<file path="src/hw/rtl/rfdc_pkg.sv">
package rfdc_pkg;

   // Ring geometry: one slot always stays empty
   localparam int RING_DEPTH = 512;
   localparam int PTR_W      = (RING_DEPTH > 1) ? $clog2(RING_DEPTH) : 1;
   localparam int DROP_W     = 32;
   localparam int BYTE_W     = 8;

   typedef logic [PTR_W-1:0]  ptr_type;
   typedef logic [DROP_W-1:0] drop_type;
   typedef logic [BYTE_W-1:0] byte_type;

   // Request codes; the spare code acts as a status query
   typedef enum logic [1:0] {
      MODE_PUSH  = 2'd0,
      MODE_POP   = 2'd1,
      MODE_QUERY = 2'd2
   } mode_type;

   // Step a ring pointer, wrapping at the ring depth
   function automatic ptr_type ring_advance(input ptr_type p);
      ptr_type r;
      if (p == PTR_W'(RING_DEPTH - 1)) begin
         r = '0;
      end else begin
         r = p + 1'b1;
      end
      return r;
   endfunction

endpackage

</file>
<file path="src/hw/rtl/rfdc_ram.sv">
module rfdc_ram #(
   parameter int WIDTH = 8,
   parameter int DEPTH = 512
) (
   input  logic                                    clock,
   input  logic                                    wr_en,
   input  logic [((DEPTH > 1) ? $clog2(DEPTH) : 1)-1:0] wr_addr,
   input  logic [WIDTH-1:0]                        wr_data,
   input  logic                                    rd_en,
   input  logic [((DEPTH > 1) ? $clog2(DEPTH) : 1)-1:0] rd_addr,
   output logic [WIDTH-1:0]                        rd_data
);

   logic [WIDTH-1:0] mem [DEPTH];
   logic [WIDTH-1:0] rd_data_ff;

   // Write one entry, read one entry with a registered output
   always_ff @(posedge clock) begin
      if (wr_en) begin
         mem[wr_addr] <= wr_data;
      end
      if (rd_en) begin
         rd_data_ff <= mem[rd_addr];
      end
   end

   assign rd_data = rd_data_ff;

endmodule

</file>
<file path="src/hw/rtl/rx_ring_fifo_with_drop_count.sv">
// Channel   | Direction | Handshake          | Payload
// req_      | in        | req_valid/req_stall | req_mode, req_rx_byte
// rsp_      | out       | rsp_valid/rsp_stall | rsp_read_byte, rsp_read_valid,
//           |           |                     | rsp_push_stored, rsp_data_waiting,
//           |           |                     | rsp_drop_total
//
// Push, query and pop on an empty ring register their result directly; a pop that
// finds data first reads the ring memory, whose output is registered, then presents it.
// Synchronous reset clears the pointers, drop counter and result valid; the
// ring memory is not cleared, since no entry is read before it is written.
// A stalled result holds in the output register and stalls requests.
module rx_ring_fifo_with_drop_count
   import rfdc_pkg::*;
(
   input  logic        clock,
   input  logic        reset,
   input  logic        req_valid,
   output logic        req_stall,
   input  logic [1:0]  req_mode,
   input  logic [7:0]  req_rx_byte,
   output logic        rsp_valid,
   input  logic        rsp_stall,
   output logic [7:0]  rsp_read_byte,
   output logic        rsp_read_valid,
   output logic        rsp_push_stored,
   output logic        rsp_data_waiting,
   output logic [31:0] rsp_drop_total
);

   ptr_type  wr_ptr_ff, wr_ptr_in;
   ptr_type  rd_ptr_ff, rd_ptr_in;
   drop_type drop_ff, drop_in;
   logic     pend_ff, pend_in;
   logic     rsp_valid_ff, rsp_valid_in;
   byte_type byte_ff, byte_in;
   logic     rvalid_ff, rvalid_in;
   logic     stored_ff, stored_in;
   logic     waiting_ff, waiting_in;
   drop_type total_ff, total_in;

   logic     accept;
   logic     out_free;
   logic     ring_full;
   logic     ring_empty;
   ptr_type  wr_next;
   ptr_type  rd_next;
   logic     ram_we;
   logic     ram_re;
   byte_type ram_rdata;

   // Ring memory
   rfdc_ram #(
      .WIDTH (BYTE_W),
      .DEPTH (RING_DEPTH)
   ) u_ring (
      .clock   (clock),
      .wr_en   (ram_we),
      .wr_addr (wr_ptr_ff),
      .wr_data (req_rx_byte),
      .rd_en   (ram_re),
      .rd_addr (rd_ptr_ff),
      .rd_data (ram_rdata)
   );

   // Handshake: hold requests while a read is in flight or the result waits
   assign out_free  = ~rsp_valid_ff | ~rsp_stall;
   assign req_stall = pend_ff | ~out_free;
   assign accept    = req_valid & ~req_stall;

   assign wr_next    = ring_advance(wr_ptr_ff);
   assign rd_next    = ring_advance(rd_ptr_ff);
   assign ring_full  = (wr_next == rd_ptr_ff);
   assign ring_empty = (wr_ptr_ff == rd_ptr_ff);

   // Next state: update pointers, counter and the result register
   always_comb begin
      wr_ptr_in    = wr_ptr_ff;
      rd_ptr_in    = rd_ptr_ff;
      drop_in      = drop_ff;
      pend_in      = 1'b0;
      rsp_valid_in = rsp_valid_ff;
      byte_in      = byte_ff;
      rvalid_in    = rvalid_ff;
      stored_in    = stored_ff;
      waiting_in   = waiting_ff;
      total_in     = total_ff;
      ram_we       = 1'b0;
      ram_re       = 1'b0;

      // retire a taken result
      if (rsp_valid_ff && !rsp_stall) begin
         rsp_valid_in = 1'b0;
      end

      // finish a pop with the memory data
      if (pend_ff) begin
         rsp_valid_in = 1'b1;
         byte_in      = ram_rdata;
      end

      if (accept) begin
         byte_in   = '0;
         rvalid_in = 1'b0;
         stored_in = 1'b0;
         case (req_mode)
            MODE_PUSH: begin
               if (ring_full) begin
                  drop_in = drop_ff + 1'b1;
               end else begin
                  ram_we    = 1'b1;
                  wr_ptr_in = wr_next;
                  stored_in = 1'b1;
               end
               waiting_in   = 1'b1;
               total_in     = drop_in;
               rsp_valid_in = 1'b1;
            end
            MODE_POP: begin
               total_in = drop_ff;
               if (ring_empty) begin
                  waiting_in   = 1'b0;
                  rsp_valid_in = 1'b1;
               end else begin
                  ram_re     = 1'b1;
                  rd_ptr_in  = rd_next;
                  pend_in    = 1'b1;
                  rvalid_in  = 1'b1;
                  waiting_in = (rd_next != wr_ptr_ff);
               end
            end
            default: begin
               waiting_in   = ~ring_empty;
               total_in     = drop_ff;
               rsp_valid_in = 1'b1;
            end
         endcase
      end
   end

   // Control registers
   always_ff @(posedge clock) begin
      if (reset) begin
         wr_ptr_ff    <= '0;
         rd_ptr_ff    <= '0;
         drop_ff      <= '0;
         pend_ff      <= 1'b0;
         rsp_valid_ff <= 1'b0;
      end else begin
         wr_ptr_ff    <= wr_ptr_in;
         rd_ptr_ff    <= rd_ptr_in;
         drop_ff      <= drop_in;
         pend_ff      <= pend_in;
         rsp_valid_ff <= rsp_valid_in;
      end
   end

   // Result payload
   always_ff @(posedge clock) begin
      byte_ff    <= byte_in;
      rvalid_ff  <= rvalid_in;
      stored_ff  <= stored_in;
      waiting_ff <= waiting_in;
      total_ff   <= total_in;
   end

   assign rsp_valid        = rsp_valid_ff;
   assign rsp_read_byte    = byte_ff;
   assign rsp_read_valid   = rvalid_ff;
   assign rsp_push_stored  = stored_ff;
   assign rsp_data_waiting = waiting_ff;
   assign rsp_drop_total   = total_ff;

   // A pop in flight always finds the result register empty
   a_pend_out_free: assert property (@(posedge clock) disable iff (reset)
      pend_ff |-> !rsp_valid_ff)
      else $error("pop read in flight while result register busy");

   // A pop in flight presents its result on the next cycle
   a_pend_result: assert property (@(posedge clock) disable iff (reset)
      pend_ff |=> (rsp_valid_ff && rvalid_ff))
      else $error("pop result not presented after memory read");

   // A pop result never also reports a stored push
   a_excl_flags: assert property (@(posedge clock) disable iff (reset)
      (rsp_valid_ff && rvalid_ff) |-> !stored_ff)
      else $error("read_valid and push_stored both set");

   // The drop counter only moves on an accepted push into a full ring
   a_drop_cause: assert property (@(posedge clock) disable iff (reset)
      (drop_in != drop_ff) |-> (accept && req_mode == MODE_PUSH && ring_full))
      else $error("drop counter changed without a dropped push");

endmodule

</file>
<file path="config.mk">
export PLATFORM = sky130hd
export DESIGN_NAME = rx_ring_fifo_with_drop_count
export DESIGN_NICKNAME = d
export VERILOG_FILES = /design/src/hw/rtl/rfdc_pkg.sv /design/src/hw/rtl/rfdc_ram.sv /design/src/hw/rtl/rx_ring_fifo_with_drop_count.sv
export SDC_FILE = /design/constraint.sdc
export NUM_CORES = 2
export LEC_CHECK = 0
export BUFFER_PORTS_ARGS = -buffer_cell sky130_fd_sc_hd__buf_2
export CORE_ASPECT_RATIO = 2
export CORE_MARGIN = 3
export CORE_UTILIZATION = 26
export CTS_BUF_LIST = sky130_fd_sc_hd__clkbuf_16
export CTS_CLUSTER_DIAMETER = 150
export DETAILED_ROUTE_END_ITERATION = 6
export GPL_TIMING_DRIVEN = 0
export PLACE_DENSITY = 0.48
export SLEW_MARGIN = 30
export SYNTH_ARGS = -nofsm -noshare
export SYNTH_HDL_FRONTEND = slang
export SYNTH_SLANG_ARGS = --single-unit
</file>
<file path="constraint.sdc">
create_clock -name clock -period 7.6 [get_ports clock]
set_input_delay 0.76 -clock clock [delete_from_list [all_inputs] [get_ports clock]]
set_output_delay 0.76 -clock clock [all_outputs]
set_load 0.1 [all_outputs]
</file>
* After elaboration in Yosys (flattened, before gate mapping)
Memories as Yosys holds them, arrays and structs flattened. A register that Yosys moved wholly into a read port is not among the register bits.
Cells that the tools add are included.
** Storage, ports and cells
- Flip-flop bits (word level) :: 95
- RAM bits :: 4096
- Latch bits :: 0
- Memories :: 1
- Memory bits (read-only) :: 0
** Operators by class
- Shift operators :: 0
- Reductions and logical operators :: 5
- Multiply operators :: 0
- Bitwise gates (word level) :: 9
- $add $sub $neg :: 3
- Div/mod/pow operators :: 0
- Eq/ne operators :: 6
- Multiplexer cells :: 19
- Magnitude comparators :: 0
** Memory list
- u_ring.mem :: words 512, bits a word 8, read ports 1, clocked after memory_dff 1, wr ports 1, RTL line rfdc_ram.sv:14 : logic [WIDTH-1:0] mem [DEPTH];
** Operator list (number)
- 32-bit two-way mux :: 2
- 32-bit by 1-bit adder with 32-bit output (second input constant) :: 1
- 9-bit by 1-bit adder with 9-bit output (second input constant) :: 2
- 9-bit == test :: 2
- 9-bit == test (second input constant) :: 2
- 9-bit two-way mux :: 2
- 1-bit two-way mux :: 14
- 9-bit != test :: 1
- 1-bit NOT :: 6
- 3-bit AND reduction :: 2
- 2-bit by 1-bit == test with 1-bit output (second input constant) :: 1
- 2-bit logical NOT :: 1
- 1-bit bitwise OR :: 2
- 1-bit case mux with 2 select lines :: 1
- 1-bit bitwise AND :: 1
- 1-bit logical AND :: 1
- 1-bit logical NOT :: 1

* Depth between registers and ports, before layout
- Depth in word-level cells :: 9
- Gate-level depth with buffers :: 15
- Mapped depth without buffers :: 11

* By module
Synthesis repeated with hierarchy kept, for this count alone.
** Second synthesis, totals
- Cells, all modules :: 8588
- Area, all modules :: 165088.3 um^2
** Modules (own cells, without submodules)
- rfdc_ram :: instances 1, cells each 8030, area an instance 160007.2 um^2
- rx_ring_fifo_with_drop_count :: instances 1, cells each 558, area an instance 5081.1 um^2

* Worst setup path before layout
Ideal clock, no wire load.
- Path type :: flip-flop to flip-flop
- Start point :: register wr_ptr_ff[6]
- End point :: memory u_ring.mem[403][0] (enable)
- Clock period less this slack :: 3.612 ns
- Buffers on the path :: 5
- Stages on the path, launching flop included :: 14
- Setup slack :: 3.988 ns
- Required time :: 7.217 ns
- Data arrival time :: 3.229 ns
- Path through :: dfxtp_1 clkbuf_1 clkbuf_1 nand2_1 nor3_1 ha_1 clkbuf_1 nor2_1 xnor2_1 nand4_1 buf_4 o21ai_1 buf_2 nor3_1
** On the way
- Word-level cells in the longest chain between the ends :: 8
- Elaborated cells on any way between the ends :: 9
** RTL lines
- start: declaration :: RTL line rx_ring_fifo_with_drop_count.sv:30 : ptr_type wr_ptr_ff, wr_ptr_in;
- start signal: assignment :: RTL line rx_ring_fifo_with_drop_count.sv:149 : wr_ptr_ff <= wr_ptr_in;
- 9-bit by 1-bit adder with 9-bit output / 9-bit == test (equally long branches) :: RTL line rfdc_pkg.sv:26, rfdc_pkg.sv:23
- 9-bit two-way mux :: RTL line rfdc_pkg.sv:23 : if (p == PTR_W'(RING_DEPTH - 1)) begin
- 9-bit == test :: RTL line rx_ring_fifo_with_drop_count.sv:72 : assign ring_full = (wr_next == rd_ptr_ff);
- 1-bit two-way mux :: RTL line rx_ring_fifo_with_drop_count.sv:107 : if (ring_full) begin
- 1-bit two-way mux
- 1-bit two-way mux :: RTL line rx_ring_fifo_with_drop_count.sv:101 : if (accept) begin
- 1-bit two-way mux :: RTL line rfdc_ram.sv:19 : if (wr_en) begin
- 1-bit two-way mux (implied by the code) :: RTL line rfdc_ram.sv:20 : mem[wr_addr] <= wr_data;
- end: declaration :: RTL line rfdc_ram.sv:14
Parallel ways exist; a longest one is shown, timed or not.

* Final worst setup path
- Start point :: register rd_ptr_ff[2]
- End point :: register u_ring.rd_data_ff[3] (netlist: u_ring.rd_data[3]) (read register of u_ring.mem), data pin
** On the way
- Word-level cells in the longest chain between the ends :: 4
** RTL lines
- start: declaration :: RTL line rx_ring_fifo_with_drop_count.sv:31 : ptr_type rd_ptr_ff, rd_ptr_in;
- start signal: assignment :: RTL line rx_ring_fifo_with_drop_count.sv:150 : rd_ptr_ff <= rd_ptr_in;
- 9-bit == test :: RTL line rx_ring_fifo_with_drop_count.sv:73 : assign ring_empty = (wr_ptr_ff == rd_ptr_ff);
- 1-bit two-way mux :: RTL line rx_ring_fifo_with_drop_count.sv:120 : if (ring_empty) begin
- 1-bit two-way mux (2 in a row)
- end: declaration :: RTL line rfdc_ram.sv:15 : logic [WIDTH-1:0] rd_data_ff;
Parallel ways exist; a longest one is shown, timed or not.
A chain may end at the register's enable or synchronous reset.

==> load_flow_metrics.sql <==
INSERT INTO impl_metrics (metric_group, metric, value, unit) VALUES
('detailed_routing', 'dr.pass1.iters', '7', ''),
('pwr', 'leakage', '56.2', 'nW'),
('logic_synthesis', 'synth_edf_count', '4139', ''),
('logic_synthesis', 'netlist_instances', '8624', ''),
('logic_synthesis', 'sequential_share_of_the_synthesized_area', '75.7', '%'),
('timing', 'setup_repair_after_global_routing_missed_its_margin', 'no', ''),
('final_layout', 'final_util', '30.5', '%'),
('status', 'run_status', 'finished, violations left', ''),
('final_layout', 'synthToLayoutAreaGrowth', '16.8', '%'),
('run', 'max_cap_violations', '0', ''),
('clocking', 'cts_root_buffer', 'clkbuf_16', ''),
('detailed_routing', 'postRouteWirelength', '739000', 'um'),
('clocking', 'post_cts_hold_buffer_count', '0', ''),
('final_layout', 'layout_common_cells', 'edfxtp_1 (4139), mux2i_1 (805), mux4_2 (664)', ''),
('grt', 'grtUsageTotal', '22.3', '%'),
('logic_synthesis', 'count_of_different_cell_masters_after_synthesis', '67', ''),
('grt', 'wire_length_of_the_first_global_routing_pass', '947000', 'um'),
('timing', 'slew_headroom', '24.5', '%'),
('logic_synthesis', 'synth_area_leaders', 'edfxtp_1 (75%), mux4_2 (9.0%), mux2i_1 (4.9%)', ''),
('logic_synthesis', 'largest_area_contributor_in_the_synthesized_netlist', 'edfxtp_1', ''),
('timing', 'final_critical_path_setup_slack', '1370', 'ps'),
('logic_synthesis', 'async_set_reset_flop_share_out_of_synthesis', '0', '%'),
('detailed_routing', 'initial_drc_count', '11300', ''),
('setup_path', 'cpLargestDelayFamily', 'buffers and inverters', ''),
('clocking', 'cts-buffers-inserted', '348', ''),
('placed_design', 'pre_cts_setup_slack', '1520', 'ps'),
('setup_path', 'criticalPathCategory', 'register to register', ''),
('grt', 'grt_pass1_vias', '95300', ''),
('detailed_routing', 'drcViolationCount', '7', ''),
('timing', 'clock.fmax', '161', 'MHz'),
('setup_path', 'critical_path.most_common_cell', 'buf_2', ''),
('final_layout', 'layout.cells.most_common', 'edfxtp_1', ''),
('die', 'io_pins', '59', ''),
('logic_synthesis', 'synth_largest_type_area_fraction', '75.0', '%'),
('timing', 'setup-tns-final', '0', 'ps'),
('grt', 'grt-ovfl-total', '0', ''),
('pwr', 'power_density', '234', 'mW/mm2'),
('die', 'num_rows', '414', ''),
('clocking', 'clk_path_buf_depth', '4', ''),
('detailed_routing', 'post_drt_via_cell_ratio', '5.26', ''),
('setup_path', 'worstSetupEndpointType', 'register', ''),
('logic_synthesis', 'ys.flop_type', 'edfxtp_1', ''),
('placed_design', 'place_congestion', '0.995', ''),
('die', 'fp.coreArea', '0.635', 'mm2'),
('clocking', 'post-cts-setup-buffer-count', '0', ''),
('clocking', 'tritoncts_clock_tree', 'yes', ''),
('setup_path', 'timing.critical_path.cells', 'buf_2 > buf_2 > buf_2 > buf_2 > clkbuf_1 > a21oi_1 > o21ai_0 > nand4_1 > nand4_1 > and4_1', ''),
('setup_path', 'critical_path_arrival', '7090', 'ps'),
('setup_path', 'timing.critical_path.slowest_stage_cell', 'nand4_1', ''),
('logic_synthesis', 'synth_seq_cells', '4199', ''),
('setup_path', 'worst_path_largest_cell_delay', '940', 'ps'),
('placed_design', 'port_buffers', '57', ''),
('die', 'die_width', '571', 'um'),
('status', 'failing_checks', 'design-rule violations', ''),
('clocking', 'htree_levels', '5', ''),
('final_layout', 'fin_nets', '9238', ''),
('die', 'fp.dieH', '1140', 'um'),
('setup_path', 'critPathLaunchType', 'register', ''),
('timing', 'final_hold_viol_count', '0', ''),
('clocking', 'clock_latency', '1020', 'ps'),
('detailed_routing', 'detailroute.via_count', '94500', ''),
('clocking', 'clock-sinks', '4199', ''),
('clocking', 'clk_pin_slew', '70', 'ps'),
('timing', 'final_period_minus_worst_setup_slack', '6230', 'ps'),
('setup_path', 'worstPathBufferInverterCount', '5', ''),
('die', 'start_util', '26.1', '%'),
('timing', 'finalCritPeriodShare', '81.9', '%'),
('min_path', 'holdCritPathClass', 'primary input to register', ''),
('logic_synthesis', 'synth_warnings', '0', ''),
('grt', 'grt_start_max_net_pins', '109', ''),
('logic_synthesis', 'postSynthNetCount', '8647', '');
-- sequential cells by signal, summed over array words and instances, names as in the netlist --
register	flops
rsp_read_valid	1
rsp_push_stored	1
u_ring.mem	4096
rsp_read_byte	8
pend_ff	1
rsp_drop_total	32
u_ring.rd_data	8
rd_ptr_ff	9
rsp_data_waiting	1
drop_ff	32
wr_ptr_ff	9
rsp_valid	1
-- layout make-up --
cell class                 instances  area [um2]
clock buffer                     355        8880
multi-input combinational       3834       37800
clock inverter                   277        2630
sequential                      4199      125000
buffer                           575        3320
fill                           61700      442000
antenna                          155         388
tap                             8320       10400
timing repair buffer             241        4530
inverter                          16        60.1
-- routing by layer --
metal | GRT usage (%) | part of all wire [%]
met5 | 0 | 0.024
met4 | 25.5 | 13
met3 | 4.27 | 6.4
met2 | 39.3 | 51
met1 | 19.9 | 29
-- worst reg2reg max path: stages (launching register included) --
cell and delay [ps]:
dfxtp_1 310, buf_2 340, buf_2 580, buf_2 670, buf_2 920, clkbuf_1 870, a21oi_1 340, o21ai_0 340
nand4_1 490, nand4_1 950, and4_1 290
-- power by group --
group / leakage, nW / switching (mW) / internal [mW]
clock network: 5.85 / 8.87 / 10.1
logic: 12.7 / 0.814 / 0.210
registers: 37.7 / 0.00686 / 25.4
total: 56.2 / 9.69 / 35.7
-- Yosys cell counts, types with 14 or more instances --
cell	instances
buf_4	127
nor3_2	14
edfxtp_1	4139
a2111oi_0	18
a21oi_1	205
buf_6	29
nand3_1	48
nand2_1	126
mux2_2	21
and3_1	17
clkbuf_1	251
dfxtp_1	60
mux2i_1	805
o21ai_0	145
nor3_1	111
a211oi_1	21
nand4_1	44
o221ai_1	370
o22ai_1	188
buf_2	129
nor4_1	43
mux4_2	664
xor2_1	47
a22oi_1	41
buf_1	38
nor2b_1	59
nor2_1	647
inv_1	15
a222oi_1	14
-- per-stage QoR --
step,cell area [um2],power (mW),cells
finish,194000,45.4,18000
global route,193000,46.3,17900
CTS,193000,45.5,17800
detailed placement,182000,26.9,17200
global placement,176000,27.0,17000
floorplan,166000,26.2,8624
-- cells by family (layout without fill, tap and decap cells) --
family / count (synthesis) / in the layout / synth area share (%)
adders and majority gates: 9 / 9 / 0.0680
muxes: 1500 / 1500 / 14.1
other: 0 / 155 / 0
AOI/OAI and AO/OA: 1071 / 1071 / 4.59
and+or+nand+nor: 1193 / 1193 / 3.33
DFF: 4199 / 4199 / 75.7
xor gates and xnor gates: 61 / 61 / 0.331
buffers and inverters: 591 / 1464 / 1.86
-- worst paths after layout --
| check | end | cells after the start | startpoint | slack, ps |
|---|---|---|---|---|
| worst max register to register | u_ring.rd_data[3] | 10 | rd_ptr_ff[2] | 1370 |
| worst max-delay path | u_ring.rd_data[3] | 10 | rd_ptr_ff[2] | 1370 |
| worst min register to register | rsp_read_byte[3] | 2 | rsp_read_byte[3] | 500 |
| worst min-delay path | u_ring.mem[270][7] | 1 | req_rx_byte[7] | 100 |
No activity file was read; power rests on OpenSTA's default activity.
